[src/rtl/core/bfcs_pkg.sv]
package bfcs_pkg;

  localparam int REQ_W   = 7;
  localparam int START_W = 6;
  localparam int LEN_W   = 7;

  // One search result, found in the lowest bit.
  typedef struct packed {
    logic [LEN_W-1:0]   run_length;
    logic [START_W-1:0] start_slot;
    logic               found;
  } result_t;

endpackage

[src/rtl/core/bfcs_front.sv]
module bfcs_front #(
  parameter int SLOT_COUNT = 64
) (
  input  logic                          clk,
  input  logic                          rst,
  input  logic                          in_valid,
  output logic                          in_ready,
  input  logic [63:0]                   free_mask,
  input  logic [bfcs_pkg::REQ_W-1:0]    required_slots,
  input  logic                          last_link,
  output logic                          push,
  input  logic                          push_ready,
  output logic [SLOT_COUNT+bfcs_pkg::REQ_W-1:0] push_data
);
  import bfcs_pkg::*;

  logic [SLOT_COUNT-1:0] common_mask;
  logic [SLOT_COUNT-1:0] merged;
  logic                  accept;

  assign merged    = common_mask & free_mask[SLOT_COUNT-1:0];
  assign in_ready  = push_ready;
  assign accept    = in_valid && in_ready;
  assign push      = accept && last_link;
  assign push_data = {required_slots, merged};

  always_ff @(posedge clk) begin
    if (rst) begin
      common_mask <= '1;
    end else if (accept) begin
      if (last_link) begin
        common_mask <= '1;
      end else begin
        common_mask <= merged;
      end
    end
  end

endmodule

[src/rtl/core/bfcs_queue.sv]
module bfcs_queue #(
  parameter int WIDTH = 71
) (
  input  logic             clk,
  input  logic             rst,
  input  logic             push,
  output logic             push_ready,
  input  logic [WIDTH-1:0] push_data,
  input  logic             pop,
  output logic             pop_valid,
  output logic [WIDTH-1:0] pop_data
);

  logic [WIDTH-1:0] entry [2];
  logic             wr_ptr;
  logic             rd_ptr;
  logic [1:0]       count;
  logic             do_push;
  logic             do_pop;

  assign push_ready = (count != 2'd2);
  assign pop_valid  = (count != 2'd0);
  assign pop_data   = entry[rd_ptr];
  assign do_push    = push && push_ready;
  assign do_pop     = pop && pop_valid;

  always_ff @(posedge clk) begin
    if (do_push) begin
      entry[wr_ptr] <= push_data;
    end
  end

  always_ff @(posedge clk) begin
    if (rst) begin
      wr_ptr <= 1'b0;
      rd_ptr <= 1'b0;
      count  <= 2'd0;
    end else begin
      if (do_push) begin
        wr_ptr <= ~wr_ptr;
      end
      if (do_pop) begin
        rd_ptr <= ~rd_ptr;
      end
      case ({do_push, do_pop})
        2'b10:   count <= count + 2'd1;
        2'b01:   count <= count - 2'd1;
        default: count <= count;
      endcase
    end
  end

endmodule

[src/rtl/core/bfcs_back.sv]
module bfcs_back #(
  parameter int SLOT_COUNT = 64
) (
  input  logic                                  clk,
  input  logic                                  rst,
  input  logic                                  job_valid,
  output logic                                  job_pop,
  input  logic [SLOT_COUNT+bfcs_pkg::REQ_W-1:0] job_data,
  output logic                                  res_valid,
  input  logic                                  res_ready,
  output bfcs_pkg::result_t                     res
);
  import bfcs_pkg::*;

  localparam int CW = $clog2(SLOT_COUNT + 1);

  typedef enum logic [1:0] {IDLE, SCAN, DONE} state_t;

  state_t                state;
  logic [SLOT_COUNT-1:0] mask_sh;
  logic [REQ_W-1:0]      need;
  logic [CW-1:0]         slot;
  logic [CW-1:0]         run;
  logic                  have;
  logic [CW-1:0]         best_len;
  logic [CW-1:0]         best_start;

  logic                  free_here;
  logic                  take_run;

  // A run closes on an occupied slot; a zero requirement acts as one because
  // an empty run never qualifies.
  assign free_here = mask_sh[0];
  assign take_run  = !free_here && (run != '0) && (REQ_W'(run) >= need) &&
                     (!have || (run < best_len));
  assign job_pop   = (state == IDLE) && job_valid;

  always_ff @(posedge clk) begin
    if (rst) begin
      state     <= IDLE;
      res_valid <= 1'b0;
    end else begin
      // In DONE the output register is either reloaded or still waiting, so
      // the valid flag is only cleared outside that state.
      if (res_valid && res_ready && (state != DONE)) begin
        res_valid <= 1'b0;
      end
      unique case (state)
        IDLE: begin
          if (job_valid) begin
            mask_sh <= job_data[SLOT_COUNT-1:0];
            need    <= job_data[SLOT_COUNT+REQ_W-1:SLOT_COUNT];
            slot    <= '0;
            run     <= '0;
            have    <= 1'b0;
            state   <= SCAN;
          end
        end
        SCAN: begin
          // Zeros shift in, so the step past the last slot sees it occupied.
          mask_sh <= mask_sh >> 1;
          if (free_here) begin
            run <= run + CW'(1);
          end else begin
            run <= '0;
          end
          if (take_run) begin
            have       <= 1'b1;
            best_len   <= run;
            best_start <= slot - run;
          end
          slot <= slot + CW'(1);
          if (slot == CW'(SLOT_COUNT)) begin
            state <= DONE;
          end
        end
        DONE: begin
          if (!res_valid || res_ready) begin
            res_valid      <= 1'b1;
            res.found      <= have;
            res.start_slot <= have ? START_W'(best_start) : '0;
            res.run_length <= have ? LEN_W'(best_len) : '0;
            state          <= IDLE;
          end
        end
        default: state <= IDLE;
      endcase
    end
  end

endmodule

[src/rtl/core/best_fit_contiguous_slot_finder.sv]
// Best-fit contiguous slot finder. Each input beat carries one link's
// free-slot mask, which is ANDed into a running mask of slots free on every
// link of the path so far; the beat with tlast set ends the path and also
// carries the number of contiguous slots the request needs. For that path the
// block finds every maximal free run of at least that length among slots
// 0 to SLOT_COUNT-1 and returns the shortest one, the lowest start winning a
// tie, as one output beat with found, start_slot and run_length (all zero
// when nothing fits). A required count of zero is treated as one. Link beats
// are taken one per cycle by the front end while the queue has room; closed
// paths wait in a two-entry queue while the back end scans one slot per
// cycle, each path going through a load step, a scan of every slot and one
// step past the last, and a hand-off to the output register. The input
// stalls on any beat only when the queue already holds two closed paths.
module best_fit_contiguous_slot_finder #(
  parameter int SLOT_COUNT = 64
) (
  input  logic        clk,
  input  logic        rst,
  input  logic        s_tvalid,
  output logic        s_tready,
  input  logic [71:0] s_tdata,  // free_mask[63:0], required_slots[70:64], zero[71]
  input  logic        s_tlast,  // last_link
  output logic        m_tvalid,
  input  logic        m_tready,
  output logic [15:0] m_tdata   // found[0], start_slot[6:1], run_length[13:7], zero[15:14]
);
  import bfcs_pkg::*;

  localparam int JOB_W = SLOT_COUNT + REQ_W;

  logic             push;
  logic             push_ready;
  logic [JOB_W-1:0] push_data;
  logic             job_valid;
  logic             job_pop;
  logic [JOB_W-1:0] job_data;
  result_t          res;

  // Front end: merges link masks and closes a path on tlast.
  bfcs_front #(
    .SLOT_COUNT(SLOT_COUNT)
  ) u_front (
    .clk           (clk),
    .rst           (rst),
    .in_valid      (s_tvalid),
    .in_ready      (s_tready),
    .free_mask     (s_tdata[63:0]),
    .required_slots(s_tdata[70:64]),
    .last_link     (s_tlast),
    .push          (push),
    .push_ready    (push_ready),
    .push_data     (push_data)
  );

  // Queue of closed paths: combined mask plus the required count.
  bfcs_queue #(
    .WIDTH(JOB_W)
  ) u_queue (
    .clk       (clk),
    .rst       (rst),
    .push      (push),
    .push_ready(push_ready),
    .push_data (push_data),
    .pop       (job_pop),
    .pop_valid (job_valid),
    .pop_data  (job_data)
  );

  // Back end: serial best-fit scan and the output register.
  bfcs_back #(
    .SLOT_COUNT(SLOT_COUNT)
  ) u_back (
    .clk      (clk),
    .rst      (rst),
    .job_valid(job_valid),
    .job_pop  (job_pop),
    .job_data (job_data),
    .res_valid(m_tvalid),
    .res_ready(m_tready),
    .res      (res)
  );

  assign m_tdata = {2'b00, res};

endmodule
[config.mk]
export PLATFORM = sky130hd
export DESIGN_NAME = best_fit_contiguous_slot_finder
export DESIGN_NICKNAME = d
export VERILOG_FILES = /design/src/rtl/core/bfcs_pkg.sv /design/src/rtl/core/bfcs_front.sv /design/src/rtl/core/bfcs_queue.sv /design/src/rtl/core/bfcs_back.sv /design/src/rtl/core/best_fit_contiguous_slot_finder.sv
export SDC_FILE = /design/constraint.sdc
export NUM_CORES = 1
export LEC_CHECK = 0
export ABC_AREA = 1
export BUFFER_PORTS_ARGS = -buffer_cell sky130_fd_sc_hd__buf_2
export CAP_MARGIN = 30
export CELL_PAD_IN_SITES_DETAIL_PLACEMENT = 1
export CELL_PAD_IN_SITES_GLOBAL_PLACEMENT = 1
export CORE_MARGIN = 4
export CORE_UTILIZATION = 45
export DETAILED_ROUTE_END_ITERATION = 8
export GPL_TIMING_DRIVEN = 0
export PLACE_DENSITY = 0.85
export REMOVE_ABC_BUFFERS = 1
export SETUP_SLACK_MARGIN = 0.4
export SYNTH_ARGS = -nofsm -noshare
export SYNTH_HDL_FRONTEND = slang
export SYNTH_HIERARCHICAL = 1
export SYNTH_SLANG_ARGS = --single-unit
export TNS_END_PERCENT = 20
[constraint.sdc]
create_clock -name clk -period 14.6 [get_ports clk]
set_input_delay 0.73 -clock clk [delete_from_list [all_inputs] [get_ports clk]]
set_output_delay 0.73 -clock clk [all_outputs]
set_load 0.03 [all_outputs]
# [Yosys cells after proc, flatten, opt, wreduce, memory -nomap -nowiden]
# Memories as Yosys holds them, arrays and structs flattened. A register that Yosys moved wholly into a read port is not among the register bits.
# Cells that the tools add are included.
[classes] muxes=22 add_sub_neg=5 eq_ne=11 bitwise_logic=4 n_reduce_logical=26 magnitude_cmp=2
[op_table] op="64-bit 2-to-1 mux" n=2
[op_table] op="64-bit one-hot mux with 2 select lines" n=1
[op_table] op="64-bit bitwise AND" n=1
[op_table] op="7-bit one-hot mux with 2 select lines" n=2
[op_table] op="3-bit AND reduction" n=5
[op_table] op="7-bit by 1-bit adder with 7-bit output, second input constant" n=2
[op_table] op="7-bit 2-to-1 mux" n=2
[op_table] op="1-bit logical AND" n=10
[op_table] op="1-bit 2-to-1 mux" n=9
[op_table] op="2-bit by 1-bit inequality test with 1-bit output, second input constant" n=4
[op_table] op="7-bit equality test, second input constant" n=1
[op_table] op="7-bit >= comparator" n=1
[op_table] op="7-bit less-than comparator" n=1
[op_table] op="7-bit nonzero test" n=1
[op_table] op="2-bit 2-to-1 mux" n=3
[op_table] op="2-bit one-hot mux with 3 select lines" n=1
[op_table] op="2-bit nonzero test" n=3
[op_table] op="6-bit subtractor" n=1
[op_table] op="2-bit by 1-bit equality test with 1-bit output, second input constant" n=2
[op_table] op="2-bit equality test, second input constant" n=2
[op_table] op="2-bit inequality test, second input constant" n=2
[op_table] op="2-bit one-hot mux with 2 select lines" n=1
[op_table] op="4-bit AND reduction" n=1
[op_table] op="1-bit zero test" n=3
[op_table] op="6 further kinds" n=9
[totals] ram_bits=142 memories=1 inputBits=77 elab_cells=87 regBits=184
[memory_table] memory="u_queue.entry" depth=2 word_bits=71 rd=1 rd_clocked_by_memory_dff=1 wr=1 line_no="bfcs_queue.sv:14" text="logic [WIDTH-1:0] entry [2];"

# [Depth between registers and ports, before layout]
# Gate-level depths: netlist of the first run.
[logic_depth] ltp_word=6 ltp_mapped=12 depth_no_buf=12

# [Modules after synthesis]
# The synthesis of the first run kept the hierarchy.
[by_module_without_submodules] module="bfcs_queue" seq_area_each_um2=4364.2 instances=1 area_per_inst_um2=5719.2 cells_each=259
[by_module_without_submodules] module="bfcs_back" seq_area_each_um2=3453.3 instances=1 area_per_inst_um2=5378.9 cells_each=528
[by_module_without_submodules] module="bfcs_front" seq_area_each_um2=1281.2 instances=1 area_per_inst_um2=3128.0 cells_each=481
[by_module_without_submodules] module="best_fit_contiguous_slot_finder" seq_area_each_um2=0.0 instances=1 area_per_inst_um2=18.8 cells_each=3

# [Worst setup path before layout of the first run]
# Ideal clock, no wire load.
[synth_timing] path_type="input-to-reg" startpoint="in rst" endpoint="reg u_back.have, enable pin" cell_stages=3 arrival_time_ps=5031 path_buffers=0 path_slack_ps=9259 required_time_ps=14289 setup_time_ps=311 cell_sequence="a21oi_1 -> inv_1 -> a21oi_2"
[synth_between] elab_chain_len=2
[synth_rtl] item="start, declared" line_no="best_fit_contiguous_slot_finder.sv:18" text="input logic rst,"
[synth_rtl] item="1-bit NOT (no line)"
[synth_rtl] item="4-bit AND reduction (no line)"
[synth_rtl] item="end signal, assigned" line_no="bfcs_back.sv:55" text="have <= 1'b0;"
[synth_rtl] item="end signal, assigned" line_no="bfcs_back.sv:68" text="have <= 1'b1;"
[synth_rtl] item="end, declared" line_no="bfcs_back.sv:24" text="logic have;"
# Every way passes these cells.
# A chain may end at the register's enable or synchronous reset.

# [Worst setup path in the final report of the first run]
[layout_timing] startpoint="reg u_back.state[0]" endpoint="reg u_back.mask_sh[35], enable pin"
[layout_between] elab_chain_len=3
[layout_rtl] item="start, declared" line_no="bfcs_back.sv:19" text="state_t state;"
[layout_rtl] item="start signal, assigned" line_no="bfcs_back.sv:40" text="state <= IDLE;"
[layout_rtl] item="start signal, assigned" line_no="bfcs_back.sv:56" text="state <= SCAN;"
[layout_rtl] item="start signal, assigned" line_no="bfcs_back.sv:74" text="state <= DONE;"
[layout_rtl] item="2-bit zero test or 2-bit by 1-bit equality test with 1-bit output (tied branches)" line_no="bfcs_back.sv:48" text="unique case (state)"
[layout_rtl] item="2-bit by 1-bit inequality test with 1-bit output (no line) or 2-bit nonzero test (tied branches)"
[layout_rtl] item="3-bit AND reduction (no line) (*)"
[layout_rtl] item="end signal, assigned" line_no="bfcs_back.sv:51" text="mask_sh <= job_data[SLOT_COUNT-1:0];"
[layout_rtl] item="end signal, assigned" line_no="bfcs_back.sv:61" text="mask_sh <= mask_sh >> 1;"
[layout_rtl] item="end, declared" line_no="bfcs_back.sv:20" text="logic [SLOT_COUNT-1:0] mask_sh;"
# Mark *: on every way between the ends. The rest lies on a longest branch, timed or not.

==> results of run 1 <==
[layer usage]
| metal | wire, microns | vias up | GRT usage, % |
|---|---|---|---|
| met5 | 0 | - | 0 |
| met4 | 649 | 0 | 5.19 |
| met3 | 1140 | 47 | 2.68 |
| li1 | - | 4242 | - |
| met2 | 17800 | 183 | 36.9 |
| met1 | 13100 | 4394 | 22.1 |
[worst min-delay path by stage]
stage | slack (ns) | end | from | depth (start not counted)
2_1_floorplan | 0.43 | u_front/common_mask[0] | u_front/common_mask[0] | 2
3_3_place_gp | 0.44 | u_front/common_mask[54] | u_front/common_mask[54] | 2
3_5_place_dp | 0.44 | u_front/common_mask[26] | u_front/common_mask[26] | 2
4_1_cts | 0.39 | u_queue/entry[0][68] | s_tdata[68] | 1
5_1_grt | 0.40 | u_queue/entry[1][69] | s_tdata[69] | 1
6_report | 0.42 | u_queue/entry[0][68] | s_tdata[68] | 1
[through the flow]
| stage | hold slack, ns | power (mW) | cells |
|---|---|---|---|
| floorplan | 0.427 | 1.36 | 1218 |
| global placement | 0.437 | 1.45 | 1705 |
| detailed placement | 0.443 | 1.48 | 1719 |
| CTS | 0.393 | 2.43 | 1787 |
| global route | 0.403 | 2.51 | 1787 |
| finish | 0.415 | 2.40 | 1787 |
[registers in the layout, summed over array words and instances, names as in the netlist, named ones only]
name and flops:
u_back/best_len 7, u_back/best_start 6, u_back/have 1, u_back/mask_sh 64, u_back/need 7, u_back/res 14, u_back/res_valid 1, u_back/run 7
u_back/slot 7, u_back/state 2, u_front/common_mask 64, u_queue/count 2, u_queue/entry 142, u_queue/rd_ptr 1, u_queue/wr_ptr 1
[placed cells by master, fill, tap and decap left out, drive strengths merged, types with 4 or more instances in the layout]
cell and instances:
ha 23, nor2 36, dfxtp 72, xor2 6, inv 200, nand2 444, nand4 4, clkbuf 53
edfxtp 255, o21ai 7, a21oi 17, buf 105, nand3 70, clkinv 11, nor3 4, mux2 71
[cells by family (layout without fill, tap and decap cells)]
logic type | after synthesis | count (layout)
other cells | 1 | 2
simple gates | 560 | 560
compound gates | 26 | 26
xor+xnor | 9 | 9
mux | 71 | 71
flops | 327 | 327
fa+ha+maj | 24 | 24
buf+inv | 253 | 372
[layout make-up]
type,count,area share [%]
multi-input combinational,692,23.9
sequential,327,56.2
tap,396,3.06
timing repair buffer,105,4.55
inverter,199,4.61
clock buffer,53,6.53
clock inverter,15,1.07
[worst max-delay path: cells and delay by family, from the launching register on]
kind / cells / cell delay, ns
AO/OA/AOI/OAI: 1 / 0.67
buffers and inverters: 7 / 1.68
flip-flops: 1 / 0.37
AND/OR/NAND/NOR: 1 / 0.71
[power by group]
part | switching (mW) | leakage [nW] | internal, mW
clock | 0.374 | 0.610 | 0.561
sequential | 0.0399 | 2.95 | 1.10
combinational | 0.201 | 3.86 | 0.119
==> metrics, run 1 <==
Netlist Area Pre-Place between 0.01 and 0.015 sq mm; Syn Area/Cell about 11 sq um; main area contributors after synthesis edfxtp_1, nand2_1, dfxtp_1, mux2_4, inv_1; Synth Area in Compound Gates less than 1%; worst vdd ir ~0.088 mV; post-CTS setup buffers 0; clock buffer count from CTS 37; Die X 186 microns; post-synth top area share between 50% and 60%; crit-path max FO 42; Area growth syn-to-layout 13.6%; combinational family with the most area after synthesis simple AND/OR/NAND/NOR gates; Peak Freq 265 MHz; I/O Pins 95; share of the yosys chip area belonging to registers 63.9%; vias per cell slightly below 5; Finished Cell Area ~0.016 sq mm; Clk pin slew, worst setup/hold paths roughly 0.060 ns; largest net degree at the start of global routing roughly 70; power density over cell area between 100 and 150 mW/mm^2; most numerous cell on the critical path buf_12; WP data required roughly 15 ns; CP max stage delay between 0.7 and 0.8 ns; top-count cell post-synth nand2_1; post-CTS resize count 0; hold_buf cts 0; GRT Util Overall between 10% and 20%; ys async rst share 0%; most frequent cells after synthesis nand2_1, edfxtp_1, inv_1; Worst setup EP type flip-flop; RSZ-0062 raised after global routing no; vias in the first global route roughly 9.9k; mux share of post-synthesis cell area 7.46%; post-place setup slack ~11 ns; final setup vio count 0; Crit path arrival time approximately 4.0 ns; Worst R2R Path Depth 9; Seq. cell area approximately 0.009 sq mm; CP max stage cell nor2_4; # H-tree levels 2; clk_skew around 0.021 ns; crit-path cells inv_2, nor2_4, buf_12, inv_2, buf_12, a21oi_4, buf_16, buf_12, buf_16; DRC violations left 0; Die H between 150 and 200 microns; Final Max Slew Viols 0; Yosys top cell by area edfxtp_1; fraction of layout cells with a size suffix above 1 roughly 18%; Post-synth EDFFs ~260; worst setup path end u_back/mask_sh[35]; multi-input logic area between 0.003 and 0.004 sq mm; post-DP HPWL 20600 microns; Synth Area in Simple Gates 15.7%; 1st-iter DRT viols about 450; placed cell area between 0.01 and 0.015 sq mm; Worst setup SP type flip-flop; Yosys warning total 6; P_leak 7.42 nW; final worst slack between 10 and 15 ns; final core occ 52.4%; number of synthesized register bits 327; setup TNS 0 ns; TritonRoute pass-1 iters 5; xor/xnor share of the synthesized area less than 1%; wirelength, routed between 30000 and 40000 microns; Adder-Cell Fraction of Synth Area 2.16%; Post-DRT Antenna Nets 0; reg2reg end u_back/mask_sh[35]; FF-to-FF setup slack roughly 11 ns; post-layout net count approximately 1.5k; post-DR wirelength/cell roughly 18 microns; worst-margin pin slew 1.00 ns; CTS root buf clkbuf_16; input/output buffers slightly above 90; Clock Tree Buf Depth 3; routability cong. around 0.75; FILL cells around 3.3k; initial antenna violation count 0; R2R Path Start u_back/state[0]; part of the cycle the worst path needs approximately 26%; Netlist cell types 35; DIE AREA ~0.035 sq mm; Hold WC Path Type in2reg; CP Launch Point u_back/state[0]; global-route wire length before repair ~52000 microns; CTS tree built; Clock Latency Late Sink 0.53 ns; Final Critical Period roughly 3.8 ns; cell row count 64; Core Box Area about 0.031 sq mm; MaxCap Viol Count 0; global route overflow 0; Worst slew margin roughly a third; vias post-DR approximately 8.9k; class of the most critical setup path reg2reg; Fin. Hold Viols 0; Antenna diodes 0; starting density of the core a little under half; clk sinks 327; status completed; top_reg_cell synth edfxtp_1; Gate Count Post-Synth 1271
Note: power is estimated with default switching activity, not from simulation.
==> inputs of run 2 (changes only) <==
--- a/config.mk
+++ b/config.mk
@@ -11,10 +11,10 @@
 export CELL_PAD_IN_SITES_DETAIL_PLACEMENT = 1
 export CELL_PAD_IN_SITES_GLOBAL_PLACEMENT = 1
 export CORE_MARGIN = 4
-export CORE_UTILIZATION = 45
+export CORE_UTILIZATION = 44
 export DETAILED_ROUTE_END_ITERATION = 8
 export GPL_TIMING_DRIVEN = 0
-export PLACE_DENSITY = 0.85
+export PLACE_DENSITY = 0.87
 export REMOVE_ABC_BUFFERS = 1
 export SETUP_SLACK_MARGIN = 0.4
 export SYNTH_ARGS = -nofsm -noshare
==> constraint.sdc (replaced) <==
create_clock -name clk -period 3.4 [get_ports clk]
set_input_delay 0.17 -clock clk [delete_from_list [all_inputs] [get_ports clk]]
set_output_delay 0.17 -clock clk [all_outputs]
set_load 0.03 [all_outputs]
==> metrics, run 2 (same netlist as run 1, synthesis figures left out) <==
status completed (unchanged); GRT Util Overall 18.9% (was 19.1%); largest net degree at the start of global routing 69 (unchanged); class of the most critical setup path reg2reg (unchanged); Clk pin slew, worst setup/hold paths 0.06 ns (about the same); FILL cells 3339 (was 3296); R2R Path Start u_queue/count[0] (was u_back/state[0]); Worst setup SP type flip-flop (unchanged); placed cell area 0.0150 sq mm (about the same); most frequent cells in the layout nand2_1, edfxtp_1, inv_1 (unchanged); post-DR wirelength/cell 17.7 microns (was 18.3 microns); Worst R2R Path Depth 8 (was 9); Hold WC Path Type in2reg (unchanged); total power 10.2 mW (was 2.40 mW); vias in the first global route 10.6k (was 9889); Die H 188 microns (was 186 microns); wirelength, routed 33000 microns (was 32700 microns); Die X 188 microns (was 186 microns); CP Launch Point u_queue/count[0] (was u_back/state[0]); DIE AREA 0.0353 sq mm (was 0.0346 sq mm); Clock Latency Late Sink 0.52 ns (was 0.53 ns); DRC violations left 0 (unchanged); worst setup path end u_queue/entry[1][30] (was u_back/mask_sh[35]); Top Registers u_queue/entry: 142 flops, u_back/mask_sh: 64 flops, u_front/common_mask: 64 flops (unchanged); worst-margin pin slew 0.747 ns (was 1.00 ns); MaxCap Viol Count 0 (unchanged); vias per cell 4.96 (about the same); TritonRoute pass-1 iters 5 (unchanged); routability cong. 0.723 (was 0.751); vias post-DR 9256 (was 8866); Final Max Slew Viols 0 (unchanged); post-layout net count 1536 (was 1463); Peak Freq 352 MHz (was 265 MHz); post-DP HPWL 18900 microns (was 20600 microns); clk_skew 0.0262 ns (was 0.0210 ns); FF-to-FF setup slack 0.56 ns (was 10.83 ns); fraction of layout cells with a size suffix above 1 17.0% (was 18.0%); worst vdd ir 0.440 mV (was 0.0884 mV); initial antenna violation count 1 (was 0); Post-DRT Antenna Nets 0 (unchanged); power density over cell area 603 mW/mm^2 (was 148 mW/mm^2); global-route wire length before repair 54100 microns (was 51900 microns); Core Box Area 0.0317 sq mm (was 0.0309 sq mm); max reg flops 142 (unchanged); Top reg by flops u_queue/entry (unchanged); CTS tree built (unchanged); hold_ws 0.0114 ns (was 0.415 ns); CTS root buf clkbuf_16 (unchanged); # H-tree levels 2 (unchanged); Worst slew margin 50.2% (was 32.9%); WP data required 3.60 ns (was 14.84 ns); clock buffer count from CTS 36 (was 37); 1st-iter DRT viols 511 (was 452); clk sinks 327 (unchanged); input/output buffers 91 (unchanged); reg2reg end u_queue/entry[1][30] (was u_back/mask_sh[35]); Clock Tree Buf Depth 3 (unchanged); setup TNS 0 ns (unchanged); Final Critical Period 2.84 ns (was 3.77 ns); RSZ-0062 raised after global routing yes (was no); P_leak 7.69 nW (was 7.42 nW); part of the cycle the worst path needs 83.6% (was 25.8%); I/O Pins 95 (unchanged); crit-path max FO 68 (was 42); commonest non-fill, non-tap cell in the layout nand2_1 (unchanged); Crit path arrival time 3.04 ns (was 4.01 ns); global route overflow 0 (unchanged); cell row count 65 (was 64); Finished Cell Area 0.0169 sq mm (was 0.0162 sq mm); Area growth syn-to-layout 18.6% (was 13.6%); final setup vio count 0 (unchanged); starting density of the core 44.9% (was 46.1%); Worst setup EP type flip-flop (unchanged); Fin. Hold Viols 0 (unchanged)
## run 2: cell count changes in the layout (fill, tap and decap cells not counted), sizes merged, moves of 2 or more
cell / change
nor2: +2
clkinv: -4
buf: +2
clkbuf: +2
dlygate4sd3: +70
## run 2: area by class of cell
class	instances	area [sq um]	area share [%]
flip-flops and latches	327	9100	53.9
clock inverters	11	119	0.703
diodes	1	2.50	0.0148
inverters	199	747	4.42
multi-input cells	694	3900	23.1
well taps	402	503	2.98
clock buffers	55	1070	6.31
repair buffers	177	1470	8.67
## run 2: how the worst min path moves through the flow
stage	end	depth (start not counted)	startpoint	slack (ns)
4_1_cts	u_queue/entry[0][48]	3	s_tdata[48]	0.003
5_1_grt	u_front/common_mask[48]	5	s_tdata[48]	0.03
2_1_floorplan	u_back/res_valid	1	rst	0.24
6_report	u_front/common_mask[61]	5	s_tdata[61]	0.01
3_5_place_dp	u_queue/entry[0][65]	1	s_tdata[65]	0.37
3_3_place_gp	u_queue/entry[0][69]	1	s_tdata[69]	0.37
## run 2: timing repair
item | CTS | global route
hold endpoints to repair | 176 | 0
cloned | 2 | 0
endpoints found under the setup margin | 100 | 61
buffers inserted | 0 | 1
resized for setup | 1 | 0
pin swaps | 2 | 1
hold buffers | 70 | 0
## run 2: layer usage
metal / GRT usage [%] / routed length (microns) / vias up
li1: - / - / 4392
met1: 21.2 / 12800 / 4598
met2: 36.5 / 18200 / 193
met3: 3.11 / 1210 / 73
met4: 5.79 / 888 / 0
met5: 0 / 0 / -
## run 2: worst max-delay path: stages, from the launching register on
cell     delay, ns
dfxtp_1       0.38
inv_1         0.16
nand2_8       0.43
nand3_1       0.19
inv_1         0.11
nand2_1       0.28
nor2_4        0.48
buf_12        0.25
buf_12        0.22
## run 2: power by group
group | total, mW | leakage, nW | internal [mW] | switching [mW]
Combinational | 1.43 | 4.17 | 0.570 | 0.864
Sequential | 4.91 | 2.95 | 4.74 | 0.171
Clock | 3.85 | 0.574 | 2.33 | 1.52
Total | 10.2 | 7.69 | 7.64 | 2.56
## run 2: per-stage QoR
| stage | std cells | util [%] | setup WS (ns) |
|---|---|---|---|
| final | 1866 | 53.3 | 0.557 |
| after global routing | 1866 | 53.3 | 0.320 |
| after CTS | 1862 | 53.2 | 0.485 |
| after detailed placement | 1724 | 47.2 | 0.153 |
| after global placement | 1711 | 46.2 | -6.74 |
| after floorplan | 1218 | - | -3.13 |
==> inputs of run 3 (changes only) <==
==> constraint.sdc (replaced) <==
create_clock -name clk -period 2.3 [get_ports clk]
set_input_delay 0.115 -clock clk [delete_from_list [all_inputs] [get_ports clk]]
set_output_delay 0.115 -clock clk [all_outputs]
set_load 0.03 [all_outputs]
==> metrics, run 3 (same netlist as run 1, synthesis figures left out) <==
initial antenna violation count 0 (was 1); Die H 188 microns (unchanged); clk sinks 327 (unchanged); Peak Freq 436 MHz (was 352 MHz); Psw 3.98 mW (was 2.56 mW); MaxCap Viol Count 0 (unchanged); Hold WC Path Type in2reg (unchanged); wirelength, routed 37000 microns (was 33000 microns); clk_skew 0.0242 ns (was 0.0262 ns); Clock Latency Late Sink 0.52 ns (about the same); most frequent cells in the layout nand2_1, edfxtp_1, inv_1 (unchanged); Top Registers u_queue/entry: 142 flops, u_back/mask_sh: 64 flops, u_front/common_mask: 64 flops (unchanged); clock buffer count from CTS 36 (unchanged); R2R Path Start u_back/run[1] (was u_queue/count[0]); routability cong. 0.723 (unchanged); vias per cell 5.04 (was 4.96); cell row count 65 (unchanged); part of the cycle the worst path needs 99.7% (was 83.6%); combinational share of power 16.0% (was 14.1%); post-DP HPWL 18900 microns (unchanged); I/O Pins 95 (unchanged); starting density of the core 44.9% (unchanged); Core Box Area 0.0317 sq mm (unchanged); Antenna diodes 0 (was 1); Hold Path Stages 4 (was 5); final setup vio count 0 (unchanged); Fin. Hold Viols 0 (unchanged); class of the most critical setup path reg2reg (unchanged); power density over cell area 881 mW/mm^2 (was 603 mW/mm^2); Crit path arrival time 2.52 ns (was 3.04 ns); P_leak 7.96 nW (was 7.69 nW); CTS root buf clkbuf_16 (unchanged); final non-filler cell total 1904 (was 1866); switching part of the total 25.8% (was 25.1%); total power 15.5 mW (was 10.2 mW); WP data required 2.53 ns (was 3.60 ns); Clock Tree Buf Depth 3 (unchanged); global-route wire length before repair 57700 microns (was 54100 microns); Post-DRT Antenna Nets 0 (unchanged); vias in the first global route 10.9k (was 10.6k); crit-path max FO 6 (was 68); Worst R2R Path Depth 11 (was 8); Clk pin slew, worst setup/hold paths 0.06 ns (about the same); Die X 188 microns (unchanged); fraction of layout cells with a size suffix above 1 20.6% (was 17.0%); CP Launch Point u_back/run[1] (was u_queue/count[0]); global route overflow 0 (unchanged); max reg flops 142 (unchanged); DRC violations left 0 (unchanged); vias post-DR 9589 (was 9256); Worst setup EP type flip-flop (unchanged); post-DR wirelength/cell 19.5 microns (was 17.7 microns); commonest non-fill, non-tap cell in the layout nand2_1 (unchanged); 1st-iter DRT viols 510 (was 511); GRT Util Overall 20.5% (was 18.9%); part of the power in the clock network 37.0% (was 37.8%); Worst setup SP type flip-flop (unchanged); CTS tree built (unchanged); worst vdd ir 0.572 mV (was 0.440 mV); # H-tree levels 2 (unchanged); largest net degree at the start of global routing 51 (was 69); input/output buffers 91 (unchanged); Worst slew margin 53.1% (was 50.2%); Internal 11.5 mW (was 7.64 mW); Area growth syn-to-layout 23.2% (was 18.6%); worst setup path end u_back/best_start[3] (was u_queue/entry[1][30]); TritonRoute pass-1 iters 5 (unchanged); dpl cells 1724 (unchanged); worst-margin pin slew 0.701 ns (was 0.747 ns); status completed (unchanged); reg2reg end u_back/best_start[3] (was u_queue/entry[1][30]); DIE AREA 0.0353 sq mm (unchanged); post-layout net count 1575 (was 1536); RSZ-0062 raised after global routing yes (unchanged); sequential share of power 47.0% (was 48.2%); Final Max Slew Viols 0 (unchanged); Final Critical Period 2.29 ns (was 2.84 ns); FF-to-FF setup slack 0.007 ns (was 0.56 ns); Top reg by flops u_queue/entry (unchanged)
[run 3: cell count changes in the layout (fill, tap and decap cells not counted), sizes merged]
| cell | previous run | this run |
|---|---|---|
| clkbuf | 55 | 57 |
| bufbuf | 0 | 4 |
| inv | 200 | 199 |
| clkinvlp | 1 | 2 |
| dlygate4sd3 | 70 | 74 |
| diode | 1 | 0 |
| nand2 | 444 | 446 |
| buf | 107 | 134 |
[run 3: area by class of cell]
type                       count  area (sq um)
fill                        3302         14200
sequential                   327          9100
multi-input combinational    696          4080
timing repair buffer         214          1920
clock buffer                  55          1070
inverter                     199           756
tap                          402           503
clock inverter                11           119
[run 3: how the worst min path moves through the flow]
stage	startpoint	end	slack [ns]
after floorplan	rst	u_back/res_valid	0.18
after CTS	s_tlast	u_queue/wr_ptr	0.13
final	s_tvalid	u_front/common_mask[23]	0.16
after global placement	s_tdata[69]	u_queue/entry[0][69]	0.31
after detailed placement	s_tdata[65]	u_queue/entry[0][65]	0.31
after global routing	s_tvalid	u_front/common_mask[7]	0.19
[run 3: what timing repair did]
action                     4_1_cts  5_1_grt
hold endpoints to repair       208        0
resized for setup               18       21
setup buffers                   20        9
setup endpoints to repair      315      167
hold buffers                    74        0
gates cloned                     8        2
pin swaps                        8       14
[run 3: metrics by stage]
stage	setup slack (ns)	util, %	hold slack [ns]	TNS [ns]	instance area, sq um
3_5_place_dp	-0.947	47.2	0.314	-111.53	15000
6_report	0.00711	55.3	0.161	0	17500
2_1_floorplan	-4.23	-	0.184	-900.75	13700
4_1_cts	0.194	54.6	0.131	0	17300
5_1_grt	-0.00554	55.3	0.194	-0.0213	17500
3_3_place_gp	-7.84	46.2	0.312	-1772.16	14600
[run 3: power groups by stage]
stage / sequential (mW) / combinational, mW / clock [mW]
after floorplan: 7.37 / 1.28 / 0
after global placement: 7.46 / 1.73 / 0
after detailed placement: 7.38 / 1.98 / 0
after CTS: 7.26 / 2.29 / 5.81
after global routing: 7.30 / 2.72 / 6.13
final: 7.26 / 2.47 / 5.72
[run 3: routing by layer]
layer  track usage, %  routed length (microns)  up-vias
met2             40.3                    20800      200
met1             22.8                    14200     4833
met3             2.81                     1160       71
met4             6.32                      888        0
li1                 -                        -     4485
met5                0                        0        -
[run 3: critical path, stage by stage (launching register included)]
cell and delay, ns:
edfxtp_1 0.50, ha_1 0.34, nand2_1 0.07, inv_1 0.05, nand2_1 0.07, nand2_1 0.07
nand2_1 0.09, nand2_1 0.07, nand2_1 0.11, nand4_1 0.22, nor2_4 0.23, clkbuf_16 0.19
